**src/rtl/window_min_max_mean_monitor_unit_assert.svh**
```systemverilog
// Assertion macros shared by the monitor RTL.
`ifndef WINDOW_MIN_MAX_MEAN_MONITOR_UNIT_ASSERT_SVH
`define WINDOW_MIN_MAX_MEAN_MONITOR_UNIT_ASSERT_SVH
`ifndef ASSERT_OFF
`define WMM_ASSERT_ALWAYS(label, clk, rst, cond) \
   label: assert property (@(posedge clk) disable iff (rst) (cond)) \
      else $error("wmm: invariant violated");
`define WMM_ASSERT_NEXT(label, clk, rst, ante, cons) \
   label: assert property (@(posedge clk) disable iff (rst) (ante) |=> (cons)) \
      else $error("wmm: sequence violated");
`else
`define WMM_ASSERT_ALWAYS(label, clk, rst, cond)
`define WMM_ASSERT_NEXT(label, clk, rst, ante, cons)
`endif
`endif

```
**src/rtl/wmm_pkg.sv**
```systemverilog
`timescale 1ns / 1ps
package wmm_pkg;

   localparam int WINDOW_DEFAULT      = 100;
   localparam int SAMPLE_BITS_DEFAULT = 16;
   localparam int STATE_BITS_DEFAULT  = 8;
   localparam int FILL_BITS           = 7;
   localparam int CSR_INDEX_BITS      = 8;
   localparam int LOW_SEED_RESET      = 25600;
   localparam int HIGH_SEED_RESET     = 0;

   localparam logic [CSR_INDEX_BITS-1:0] REG_TEMP_LOW_SEED   = 8'd0;
   localparam logic [CSR_INDEX_BITS-1:0] REG_TEMP_HIGH_SEED  = 8'd1;
   localparam logic [CSR_INDEX_BITS-1:0] REG_PRESS_LOW_SEED  = 8'd2;
   localparam logic [CSR_INDEX_BITS-1:0] REG_PRESS_HIGH_SEED = 8'd3;

   typedef enum logic [4:0] {
      ST_IDLE  = 5'b00001,
      ST_SCAN  = 5'b00010,
      ST_START = 5'b00100,
      ST_DIV   = 5'b01000,
      ST_LOAD  = 5'b10000
   } fsm_state_type;

endpackage

```
**src/rtl/wmm_ring.sv**
```systemverilog
`timescale 1ns / 1ps
// Reading store: one write port, one read port, registered read data.
module wmm_ring #(
   parameter int DEPTH = 100,
   parameter int EW    = 41,
   parameter int AW    = 7
) (
   input  logic          clock,
   input  logic          wr_en,
   input  logic [AW-1:0] wr_addr,
   input  logic [EW-1:0] wr_data,
   input  logic          rd_en,
   input  logic [AW-1:0] rd_addr,
   output logic [EW-1:0] rd_data
);
   logic [EW-1:0] mem [DEPTH];
   logic [EW-1:0] rd_data_ff;

   always_ff @(posedge clock) begin
      if (wr_en) begin
         mem[wr_addr] <= wr_data;
      end
      if (rd_en) begin
         rd_data_ff <= mem[rd_addr];
      end
   end

   assign rd_data = rd_data_ff;
endmodule

```
**src/rtl/wmm_div.sv**
```systemverilog
`timescale 1ns / 1ps
// Restoring unsigned divider, one quotient bit per cycle.
module wmm_div #(
   parameter int DW = 32
) (
   input  logic          clock,
   input  logic          reset,
   input  logic          start,
   input  logic [DW-1:0] dividend,
   input  logic [DW-1:0] divisor,
   output logic          busy,
   output logic [DW-1:0] quotient
);
   localparam int CNTW = $clog2(DW + 1);

   logic [DW-1:0]   rem_ff, rem_in, quo_ff, quo_in, dvs_ff;
   logic [CNTW-1:0] cnt_ff, cnt_in;
   logic            busy_ff, busy_in;
   logic [DW:0]     trial, diff;
   logic            ge;

   always_comb begin
      trial   = {rem_ff, quo_ff[DW-1]};
      diff    = trial - {1'b0, dvs_ff};
      ge      = (trial >= {1'b0, dvs_ff});
      rem_in  = rem_ff;
      quo_in  = quo_ff;
      cnt_in  = cnt_ff;
      busy_in = busy_ff;
      if (start) begin
         rem_in  = '0;
         quo_in  = dividend;
         cnt_in  = CNTW'(DW);
         busy_in = 1'b1;
      end else if (busy_ff) begin
         rem_in = ge ? diff[DW-1:0] : trial[DW-1:0];
         quo_in = {quo_ff[DW-2:0], ge};
         cnt_in = cnt_ff - 1'b1;
         if (cnt_ff == CNTW'(1)) begin
            busy_in = 1'b0;
         end
      end
   end

   always_ff @(posedge clock) begin
      if (reset) begin
         busy_ff <= 1'b0;
         cnt_ff  <= '0;
      end else begin
         busy_ff <= busy_in;
         cnt_ff  <= cnt_in;
      end
      rem_ff <= rem_in;
      quo_ff <= quo_in;
      if (start) begin
         dvs_ff <= divisor;
      end
   end

   assign busy     = busy_ff;
   assign quotient = quo_ff;
endmodule

```
**src/rtl/window_min_max_mean_monitor_unit.sv**
```systemverilog
`timescale 1ns / 1ps
// Channel   Direction  Transfer when          Carries
// req_      in         req_valid & req_ready  one sensor reading
// rsp_      out        rsp_valid & rsp_ready  window extremes, means, flag, fill
// csr_      in         csr_valid & csr_ready  seed register index and value
//
// A reading is stored, then the held entries of the ring are scanned through
// its single read port, then the three dividers are started and divide, and
// last the output register is loaded.
// Reset clears control state, the fill count and the write slot, and sets the seeds to their reset values.
// A new reading is taken only when the block is idle; a result held in the
// output register does not stop that, and the next result waits for it.
`include "window_min_max_mean_monitor_unit_assert.svh"
module window_min_max_mean_monitor_unit #(
   parameter int WINDOW      = wmm_pkg::WINDOW_DEFAULT,
   parameter int SAMPLE_BITS = wmm_pkg::SAMPLE_BITS_DEFAULT,
   parameter int STATE_BITS  = wmm_pkg::STATE_BITS_DEFAULT
) (
   input  logic                               clock,
   input  logic                               reset,
   input  logic                               req_valid,
   output logic                               req_ready,
   input  logic signed [SAMPLE_BITS-1:0]      req_temperature,
   input  logic signed [SAMPLE_BITS-1:0]      req_pressure,
   input  logic [STATE_BITS-1:0]              req_pod_state,
   input  logic                               req_water_seen,
   output logic                               rsp_valid,
   input  logic                               rsp_ready,
   output logic signed [SAMPLE_BITS-1:0]      rsp_highest_temp,
   output logic signed [SAMPLE_BITS-1:0]      rsp_lowest_temp,
   output logic signed [SAMPLE_BITS-1:0]      rsp_mean_temp,
   output logic signed [SAMPLE_BITS-1:0]      rsp_highest_press,
   output logic signed [SAMPLE_BITS-1:0]      rsp_lowest_press,
   output logic signed [SAMPLE_BITS-1:0]      rsp_mean_press,
   output logic [STATE_BITS-1:0]              rsp_mean_state,
   output logic                               rsp_water_status,
   output logic [wmm_pkg::FILL_BITS-1:0]      rsp_fill_count,
   input  logic                               csr_valid,
   output logic                               csr_ready,
   input  logic [wmm_pkg::CSR_INDEX_BITS-1:0] csr_index,
   input  logic [SAMPLE_BITS-1:0]             csr_wdata
);
   import wmm_pkg::*;

   localparam int SB  = SAMPLE_BITS;
   localparam int STB = STATE_BITS;
   localparam int IW  = (WINDOW > 1) ? $clog2(WINDOW) : 1;
   localparam int CW  = $clog2(WINDOW + 1);
   localparam int EW  = 2 * SB + STB + 1;
   localparam int AW  = SB + CW;          // signed sample sum
   localparam int SW  = STB + CW;         // unsigned state sum
   localparam int DW  = ((SB > STB + 1) ? SB : STB + 1) + CW + 1;

   fsm_state_type state_ff, state_in;

   // Seed registers.
   logic signed [SB-1:0] t_lo_seed_ff, t_hi_seed_ff, p_lo_seed_ff, p_hi_seed_ff;

   // Ring pointers.
   logic [IW-1:0] wslot_ff, wslot_in, issue_ff, issue_in;
   logic [CW-1:0] held_ff, held_in;
   logic          issuing_ff, issuing_in, rd_vld_ff, rd_last_ff, last_issue;

   // Scan accumulators.
   logic signed [SB-1:0] t_hi_ff, t_hi_in, t_lo_ff, t_lo_in;
   logic signed [SB-1:0] p_hi_ff, p_hi_in, p_lo_ff, p_lo_in;
   logic signed [AW-1:0] t_sum_ff, t_sum_in, p_sum_ff, p_sum_in;
   logic [SW-1:0]        s_sum_ff, s_sum_in;
   logic                 water_ff;

   logic [EW-1:0]        rd_data;
   logic signed [SB-1:0] rd_temp, rd_press;
   logic [STB-1:0]       rd_state;

   logic                 accept, div_start, t_busy, p_busy, s_busy;
   logic [AW-1:0]        t_mag, p_mag;
   logic [DW-1:0]        t_quo, p_quo, s_quo, s_dividend;
   logic [SB-1:0]        t_mean, p_mean;
   logic                 rsp_valid_ff, out_free;

   assign accept    = req_valid && req_ready;
   assign req_ready = (state_ff == ST_IDLE);
   assign csr_ready = 1'b1;

   always_ff @(posedge clock) begin
      if (reset) begin
         t_lo_seed_ff <= SB'(LOW_SEED_RESET);
         t_hi_seed_ff <= SB'(HIGH_SEED_RESET);
         p_lo_seed_ff <= SB'(LOW_SEED_RESET);
         p_hi_seed_ff <= SB'(HIGH_SEED_RESET);
      end else if (csr_valid) begin
         unique case (csr_index)
            REG_TEMP_LOW_SEED:   t_lo_seed_ff <= csr_wdata;
            REG_TEMP_HIGH_SEED:  t_hi_seed_ff <= csr_wdata;
            REG_PRESS_LOW_SEED:  p_lo_seed_ff <= csr_wdata;
            REG_PRESS_HIGH_SEED: p_hi_seed_ff <= csr_wdata;
            default: ;
         endcase
      end
   end

   // The new reading goes into the ring on the accepting edge, so the scan
   // that follows sees it without any forwarding.
   wmm_ring #(.DEPTH(WINDOW), .EW(EW), .AW(IW)) u_ring (
      .clock   (clock),
      .wr_en   (accept),
      .wr_addr (wslot_ff),
      .wr_data ({req_temperature, req_pressure, req_pod_state, req_water_seen}),
      .rd_en   (issuing_ff),
      .rd_addr (issue_ff),
      .rd_data (rd_data)
   );

   assign rd_temp    = rd_data[EW-1 -: SB];
   assign rd_press   = rd_data[EW-1-SB -: SB];
   assign rd_state   = rd_data[STB:1];
   assign last_issue = (CW'(issue_ff) == held_ff - 1'b1);

   // Magnitudes for the truncating signed means.
   assign t_mag      = t_sum_ff[AW-1] ? -t_sum_ff : t_sum_ff;
   assign p_mag      = p_sum_ff[AW-1] ? -p_sum_ff : p_sum_ff;
   assign s_dividend = DW'({s_sum_ff, 1'b0}) + DW'(held_ff);
   assign div_start  = (state_ff == ST_START);

   wmm_div #(.DW(DW)) u_div_temp (
      .clock (clock), .reset (reset), .start (div_start),
      .dividend (DW'(t_mag)), .divisor (DW'(held_ff)),
      .busy (t_busy), .quotient (t_quo)
   );
   wmm_div #(.DW(DW)) u_div_press (
      .clock (clock), .reset (reset), .start (div_start),
      .dividend (DW'(p_mag)), .divisor (DW'(held_ff)),
      .busy (p_busy), .quotient (p_quo)
   );
   wmm_div #(.DW(DW)) u_div_state (
      .clock (clock), .reset (reset), .start (div_start),
      .dividend (s_dividend), .divisor (DW'({held_ff, 1'b0})),
      .busy (s_busy), .quotient (s_quo)
   );

   assign t_mean   = t_sum_ff[AW-1] ? -t_quo[SB-1:0] : t_quo[SB-1:0];
   assign p_mean   = p_sum_ff[AW-1] ? -p_quo[SB-1:0] : p_quo[SB-1:0];
   assign out_free = !rsp_valid_ff || rsp_ready;

   always_comb begin
      state_in   = state_ff;
      wslot_in   = wslot_ff;
      held_in    = held_ff;
      issue_in   = issue_ff;
      issuing_in = issuing_ff;
      t_hi_in    = t_hi_ff;
      t_lo_in    = t_lo_ff;
      p_hi_in    = p_hi_ff;
      p_lo_in    = p_lo_ff;
      t_sum_in   = t_sum_ff;
      p_sum_in   = p_sum_ff;
      s_sum_in   = s_sum_ff;
      unique case (state_ff)
         ST_IDLE: begin
            if (accept) begin
               wslot_in   = (CW'(wslot_ff) + 1'b1 >= CW'(WINDOW)) ? '0 : wslot_ff + 1'b1;
               if (held_ff < CW'(WINDOW)) begin
                  held_in = held_ff + 1'b1;
               end
               issue_in   = '0;
               issuing_in = 1'b1;
               t_hi_in    = t_hi_seed_ff;
               t_lo_in    = t_lo_seed_ff;
               p_hi_in    = p_hi_seed_ff;
               p_lo_in    = p_lo_seed_ff;
               t_sum_in   = '0;
               p_sum_in   = '0;
               s_sum_in   = '0;
               state_in   = ST_SCAN;
            end
         end
         ST_SCAN: begin
            if (issuing_ff) begin
               if (last_issue) begin
                  issuing_in = 1'b0;
               end else begin
                  issue_in = issue_ff + 1'b1;
               end
            end
            if (rd_vld_ff) begin
               // Strict compares keep the earlier best on a tie.
               if (rd_temp > t_hi_ff)  t_hi_in = rd_temp;
               if (rd_temp < t_lo_ff)  t_lo_in = rd_temp;
               if (rd_press > p_hi_ff) p_hi_in = rd_press;
               if (rd_press < p_lo_ff) p_lo_in = rd_press;
               t_sum_in = t_sum_ff + AW'(rd_temp);
               p_sum_in = p_sum_ff + AW'(rd_press);
               s_sum_in = s_sum_ff + SW'(rd_state);
               if (rd_last_ff) begin
                  state_in = ST_START;
               end
            end
         end
         ST_START: state_in = ST_DIV;
         ST_DIV: begin
            if (!t_busy && !p_busy && !s_busy) begin
               state_in = ST_LOAD;
            end
         end
         ST_LOAD: begin
            if (out_free) begin
               state_in = ST_IDLE;
            end
         end
         default: state_in = ST_IDLE;
      endcase
   end

   always_ff @(posedge clock) begin
      if (reset) begin
         state_ff     <= ST_IDLE;
         wslot_ff     <= '0;
         held_ff      <= '0;
         issue_ff     <= '0;
         issuing_ff   <= 1'b0;
         rd_vld_ff    <= 1'b0;
         rd_last_ff   <= 1'b0;
         rsp_valid_ff <= 1'b0;
      end else begin
         state_ff   <= state_in;
         wslot_ff   <= wslot_in;
         held_ff    <= held_in;
         issue_ff   <= issue_in;
         issuing_ff <= issuing_in;
         rd_vld_ff  <= issuing_ff;
         rd_last_ff <= issuing_ff && last_issue;
         if (state_ff == ST_LOAD && out_free) begin
            rsp_valid_ff <= 1'b1;
         end else if (rsp_ready) begin
            rsp_valid_ff <= 1'b0;
         end
      end
      t_hi_ff  <= t_hi_in;
      t_lo_ff  <= t_lo_in;
      p_hi_ff  <= p_hi_in;
      p_lo_ff  <= p_lo_in;
      t_sum_ff <= t_sum_in;
      p_sum_ff <= p_sum_in;
      s_sum_ff <= s_sum_in;
      if (accept) begin
         water_ff <= req_water_seen;
      end
      if (state_ff == ST_LOAD && out_free) begin
         rsp_highest_temp  <= t_hi_ff;
         rsp_lowest_temp   <= t_lo_ff;
         rsp_mean_temp     <= t_mean;
         rsp_highest_press <= p_hi_ff;
         rsp_lowest_press  <= p_lo_ff;
         rsp_mean_press    <= p_mean;
         rsp_mean_state    <= s_quo[STB-1:0];
         rsp_water_status  <= water_ff;
         rsp_fill_count    <= FILL_BITS'(held_ff);
      end
   end

   assign rsp_valid = rsp_valid_ff;

   `WMM_ASSERT_NEXT(a_accept_scans, clock, reset, accept, state_ff == ST_SCAN)
   `WMM_ASSERT_ALWAYS(a_held_bound, clock, reset, held_ff <= CW'(WINDOW))
   `WMM_ASSERT_ALWAYS(a_busy_has_data, clock, reset, (state_ff == ST_IDLE) || (held_ff != '0))
   `WMM_ASSERT_ALWAYS(a_no_read_in_div, clock, reset, (state_ff != ST_DIV) || !rd_vld_ff)
endmodule

```
**config.mk**
```make
export PLATFORM = sky130hd
export DESIGN_NAME = window_min_max_mean_monitor_unit
export DESIGN_NICKNAME = d
export VERILOG_FILES = /design/src/rtl/wmm_pkg.sv /design/src/rtl/wmm_ring.sv /design/src/rtl/wmm_div.sv /design/src/rtl/window_min_max_mean_monitor_unit.sv
export VERILOG_INCLUDE_DIRS = /design/src /design/src/rtl
export SDC_FILE = /design/constraint.sdc
export NUM_CORES = 2
export LEC_CHECK = 0
export BUFFER_PORTS_ARGS = -buffer_cell sky130_fd_sc_hd__buf_4
export CAP_MARGIN = 20
export CORE_ASPECT_RATIO = 1.5
export CORE_MARGIN = 2
export CORE_UTILIZATION = 60
export DETAILED_ROUTE_END_ITERATION = 12
export HOLD_SLACK_MARGIN = 0.12
export PLACE_DENSITY_LB_ADDON = 0.3
export RECOVER_POWER = 50
export SETUP_SLACK_MARGIN = 0.05
export SYNTH_ARGS = -nofsm -noshare
export SYNTH_HDL_FRONTEND = slang
export SYNTH_MEMORY_MAX_BITS = 65536
export SYNTH_SLANG_ARGS = --single-unit
```
**constraint.sdc**
```tcl
create_clock -name clock -period 7.05 [get_ports clock]
set_input_delay 0.705 -clock clock [delete_from_list [all_inputs] [get_ports clock]]
set_output_delay 0.705 -clock clock [all_outputs]
set_load 0.01 [all_outputs]
```
==> key figures <==
Status
  – Run status: complete, but fails checks
  – Failing checks: max-capacitance violations, max-slew violations

Critical path
  – End of the worst register-to-register path: u_div_state.quotient[22]
  – Crit path kind: primary input to register
  – CP Max Fanout: 87
  – Required time reported for the critical path endpoint: roughly 7 ns
  – Critical Path End Type: register
  – Arrival time at the worst endpoint: 5.21 ns
  – Crit path launch type: primary input
  – Worst reg-to-reg setup slack: 2.07 ns
  – R2r worst-path depth: 5
  – Reg-to-reg startpoint: state_ff[4]

Synth
  – Dominant cells by area after synthesis: edfxtp_1 73%, mux4_2 14%, dfxtp_1 2.1%, mux2i_1 1.5%, ha_1 1.1%
  – Synth Area in Compound Gates: 0.0279
  – Average footprint of a synthesized cell: 20.2 um^2
  – Fraction of synthesized area in multiplexers: 0.160
  – Synthesized netlist net count: 9155
  – Warnings from Yosys: 0
  – Flip-flop and latch count after synthesis: about 4500
  – Seq/Total Area, Yosys: 0.747
  – Async set or reset register ratio after synthesis: 0
  – Prevailing post-synth register cell: edfxtp_1
  – Netlist cell types: 79
  – Fraction of synthesized cell area taken by the top area cell type: 0.726
  – Area share of xor/xnor cells in the synthesized design: 0.0102
  – Post-synthesis instance total: around 9000
  – Synth area leader: edfxtp_1
  – Adder-cell share of the synthesized area: 0.0115
  – Synthesized-area fraction occupied by and/or/nand/nor cells: 0.0297
  – Largest family of logic cells by synthesized area: multiplexers
  – Post-synthesis instance area: 180000 um^2
  – Number of synthesized flops with an enable pin: 4355

Worst hold path
  – Hold Crit Class: primary input to register
  – Worst min-delay path startpoint: reset
  – Hold path endpoint: u_div_press.busy
  – Hold Path Depth: 2

Pwr
  – Total power consumption of the routed design: 0.0555 W
  – Combinational cell fraction of total power: 0.053
  – Switching power: 0.0120 W
  – Power share of the sequential group: 0.551
  – Total power density per cell area: 277 nW/um^2
  – Leakage power figure: 61.8 nW
  – Clock group share of total power: 0.396
  – Int Pwr: 0.0435 W
  – VDD IR max: 215 uV
  – Net switching share of the total power: 0.216

Clocking
  – Clock tree from TritonCTS: yes
  – Clock input transition at the sequential cells of the worst setup and hold paths: 0.06 ns
  – Number of instances resized during post-cts repair: 0
  – Buffer count from post-CTS setup fixing: 0
  – Clock Sinks: 4541
  – H-tree depth reported by CTS: 5
  – Clock root buffer master: clkbuf_16
  – Buffer levels on the longest clock path: 4
  – Clock buffer count from CTS: 395
  – Insertion delay to the later sink of the worst-skew pair: 0.94 ns

Layout
  – Layout Cells excl Fill: 13635
  – Final nets: 9583
  – Layout overhead on the synthesized area: 11.1%
  – Finished layout cell area: 200000 um^2
  – Fraction of final layout cells sized beyond drive strength 1: 0.223

Timing
  – Tcrit/Tclk final: 0.735
  – Slew Limit Headroom: -2.30
  – Setup_tns: 0 ns
  – Max frequency: 193 MHz
  – Unrepaired setup endpoints after global routing: false
  – Number of endpoints with negative hold slack in the final report: 0
  – Worst slew pin tran: 4.94 ns
  – Setup-failing EPs final: 0
  – Slew Limit Fails: 4370
  – Clock tree skew after final layout: 0.0609 ns
  – Crit path time final: 5.18 ns

Global route
  – Pin count of the biggest net entering global routing: 105
  – Wire length of the first global-routing pass: 690 mm
  – Initial antenna violation count: 29
  – Via count of the first global-routing pass: roughly 95000
  – Remaining global-route overflow: 0
  – Global-route usage over all layers: 0.322

Detailed routing
  – DRC violations left: 0
  – Average via count per standard cell: between 6 and 7
  – First-iteration detailed-routing DRC count: 13378
  – Detailed Routing Iterations Pass 1: 6
  – WL/cell: 36.3 um
  – ANT nets after route: 0
  – Detailed Route WL: 495 mm
  – Via count: 94179

Floorplanning
  – Floorplan core area: 299000 um^2
  – Area of the die: approximately 300000 um^2
  – Initial standard-cell utilization of the core: 0.603
  – Horiz. Die Dim: 451 um
  – Standard-cell rows: 246
  – Die boundary height: 675 um
  – Count of pins on the block boundary: 185

Placed design
  – Weighted congestion reported at the end of routability-driven placement: 0.909
  – Post-DP Area: about 190000 um^2
  – I/O Buffers: 183
  – Placed Cells: 12878
  – Post-DP HPWL: 285 mm

Job
  – Total of max-cap violations: 74
## worst max-delay path by stage
stage | cells past startpoint | slack (ns) | startpoint | endpoint
after global placement | 7 | 2.21 | issue_ff[0] | u_ring.rd_data[2]
final | 3 | 1.87 | req_temperature[8] | u_ring.mem[87][33]
after floorplan | 2 | 0.66 | rsp_ready | rsp_fill_count[0]
after CTS | 7 | 2.36 | issue_ff[0] | u_ring.rd_data[34]
after global routing | 4 | 1.39 | state_ff[3] | u_div_state.quotient[22]
after detailed placement | 7 | 2.43 | issue_ff[0] | u_ring.rd_data[34]
## synth_stat cells (8+ instances only)
| library cell | n |
|---|---|
| nand2b_1 | 38 |
| o21a_1 | 13 |
| buf_1 | 56 |
| mux2i_1 | 272 |
| nor3_1 | 64 |
| buf_4 | 35 |
| o211ai_1 | 8 |
| mux2_2 | 47 |
| clkbuf_1 | 227 |
| o21bai_1 | 13 |
| a211o_1 | 11 |
| nand3_1 | 41 |
| a22oi_1 | 22 |
| and3_1 | 14 |
| edfxtp_1 | 4355 |
| o31ai_1 | 28 |
| nand4_1 | 25 |
| nor2b_1 | 56 |
| a221oi_1 | 18 |
| a211oi_1 | 63 |
| or3_1 | 15 |
| a222oi_1 | 12 |
| mux4_2 | 1136 |
| inv_1 | 127 |
| and2_1 | 21 |
| buf_2 | 137 |
| a31oi_1 | 14 |
| o41ai_1 | 13 |
| nand2_1 | 454 |
| a21o_1 | 45 |
| xnor2_1 | 124 |
| nor4_1 | 19 |
| o21ai_0 | 284 |
| dfxtp_1 | 186 |
| a21oi_1 | 214 |
| or2_2 | 11 |
| nor2_1 | 321 |
| nand3b_1 | 18 |
| xor2_1 | 83 |
| o221ai_1 | 13 |
| ha_1 | 155 |
| or4_1 | 15 |
## per-layer routing
metal  vias to the layer above  share of wire  GRT usage
met2                      6474           0.50      0.544
met3                      1316           0.10     0.0606
met1                     48988           0.32      0.382
met5                         -        0.00018          0
met4                        16          0.078      0.207
li1                      37385              -          -
## repair_timing
action                     4_1_cts  5_1_grt
hold buffers                    24        0
setup endpoints to repair        0        0
hold endpoints to repair       112        0
## cells in the final DEF (no fill, tap or decap), types with 83 or more instances in the layout
master,count
clkinv_1,83
clkbuf_16,409
xnor2_1,124
mux2i_1,269
edfxtp_1,4355
dfxtp_1,178
buf_4,224
mux4_2,1136
o21ai_0,278
inv_1,127
nor2_4,101
clkbuf_1,265
a21oi_1,213
ha_1,155
nor2_1,218
nand2_1,454
xor2_1,83
## sequential cells by signal (all words and copies together) (netlist names), 16 cells and up
register / cells
u_div_press.quotient: 24
p_lo_seed_ff: 16
rsp_mean_temp: 16
u_div_temp.quotient: 24
p_lo_ff: 16
t_lo_seed_ff: 16
u_div_temp.rem_ff: 24
rsp_highest_temp: 16
u_div_state.quotient: 24
u_div_state.rem_ff: 24
u_div_press.rem_ff: 24
rsp_lowest_temp: 16
rsp_highest_press: 16
t_sum_ff: 23
p_hi_ff: 16
rsp_lowest_press: 16
u_ring.mem: 4000
t_hi_seed_ff: 16
t_hi_ff: 16
t_lo_ff: 16
p_sum_ff: 23
u_ring.rd_data: 40
p_hi_seed_ff: 16
rsp_mean_press: 16
## worst max-delay path, cell delays in order
cell           delay (ns)
dlygate4sd3_1        0.57
clkbuf_1             0.45
clkbuf_1             3.28
## power groups by stage
stage / Sequential, W / Combinational [W] / Clock [W]
after detailed placement: 0.0311 / 0.00286 / 0
after CTS: 0.0305 / 0.00289 / 0.0221
after global placement: 0.0310 / 0.00272 / 0
final: 0.0306 / 0.00291 / 0.0220
after global routing: 0.0306 / 0.00319 / 0.0230
after floorplan: 0.0309 / 0.00185 / 0
## through the flow
stage	worst slack (ns)	util	hold WS, ns
floorplan	0.662	-	0.400
global placement	2.21	0.627	0.403
detailed placement	2.43	0.628	0.426
CTS	2.36	0.672	0.171
global route	1.39	0.670	0.264
finish	1.87	0.670	0.267
## layout make-up
type	instances	area, um^2
Sequential cell	4541	135000
Fill cell	18214	98700
Multi-Input combinational cell	3796	43900
Clock buffer	477	10500
Tap cell	3968	4960
Timing Repair Buffer	488	3400
Clock inverter	221	2330
Inverter	129	492
Antenna cell	15	37.5
## logic make-up after synthesis
logic type | after synthesis
flops | 4541
xor+xnor | 208
simple gates | 1152
buf+inv | 586
fa+ha+maj | 162
mux | 1455
other cells | 1
compound gates | 818
Note: power is estimated with default switching activity, not from simulation.
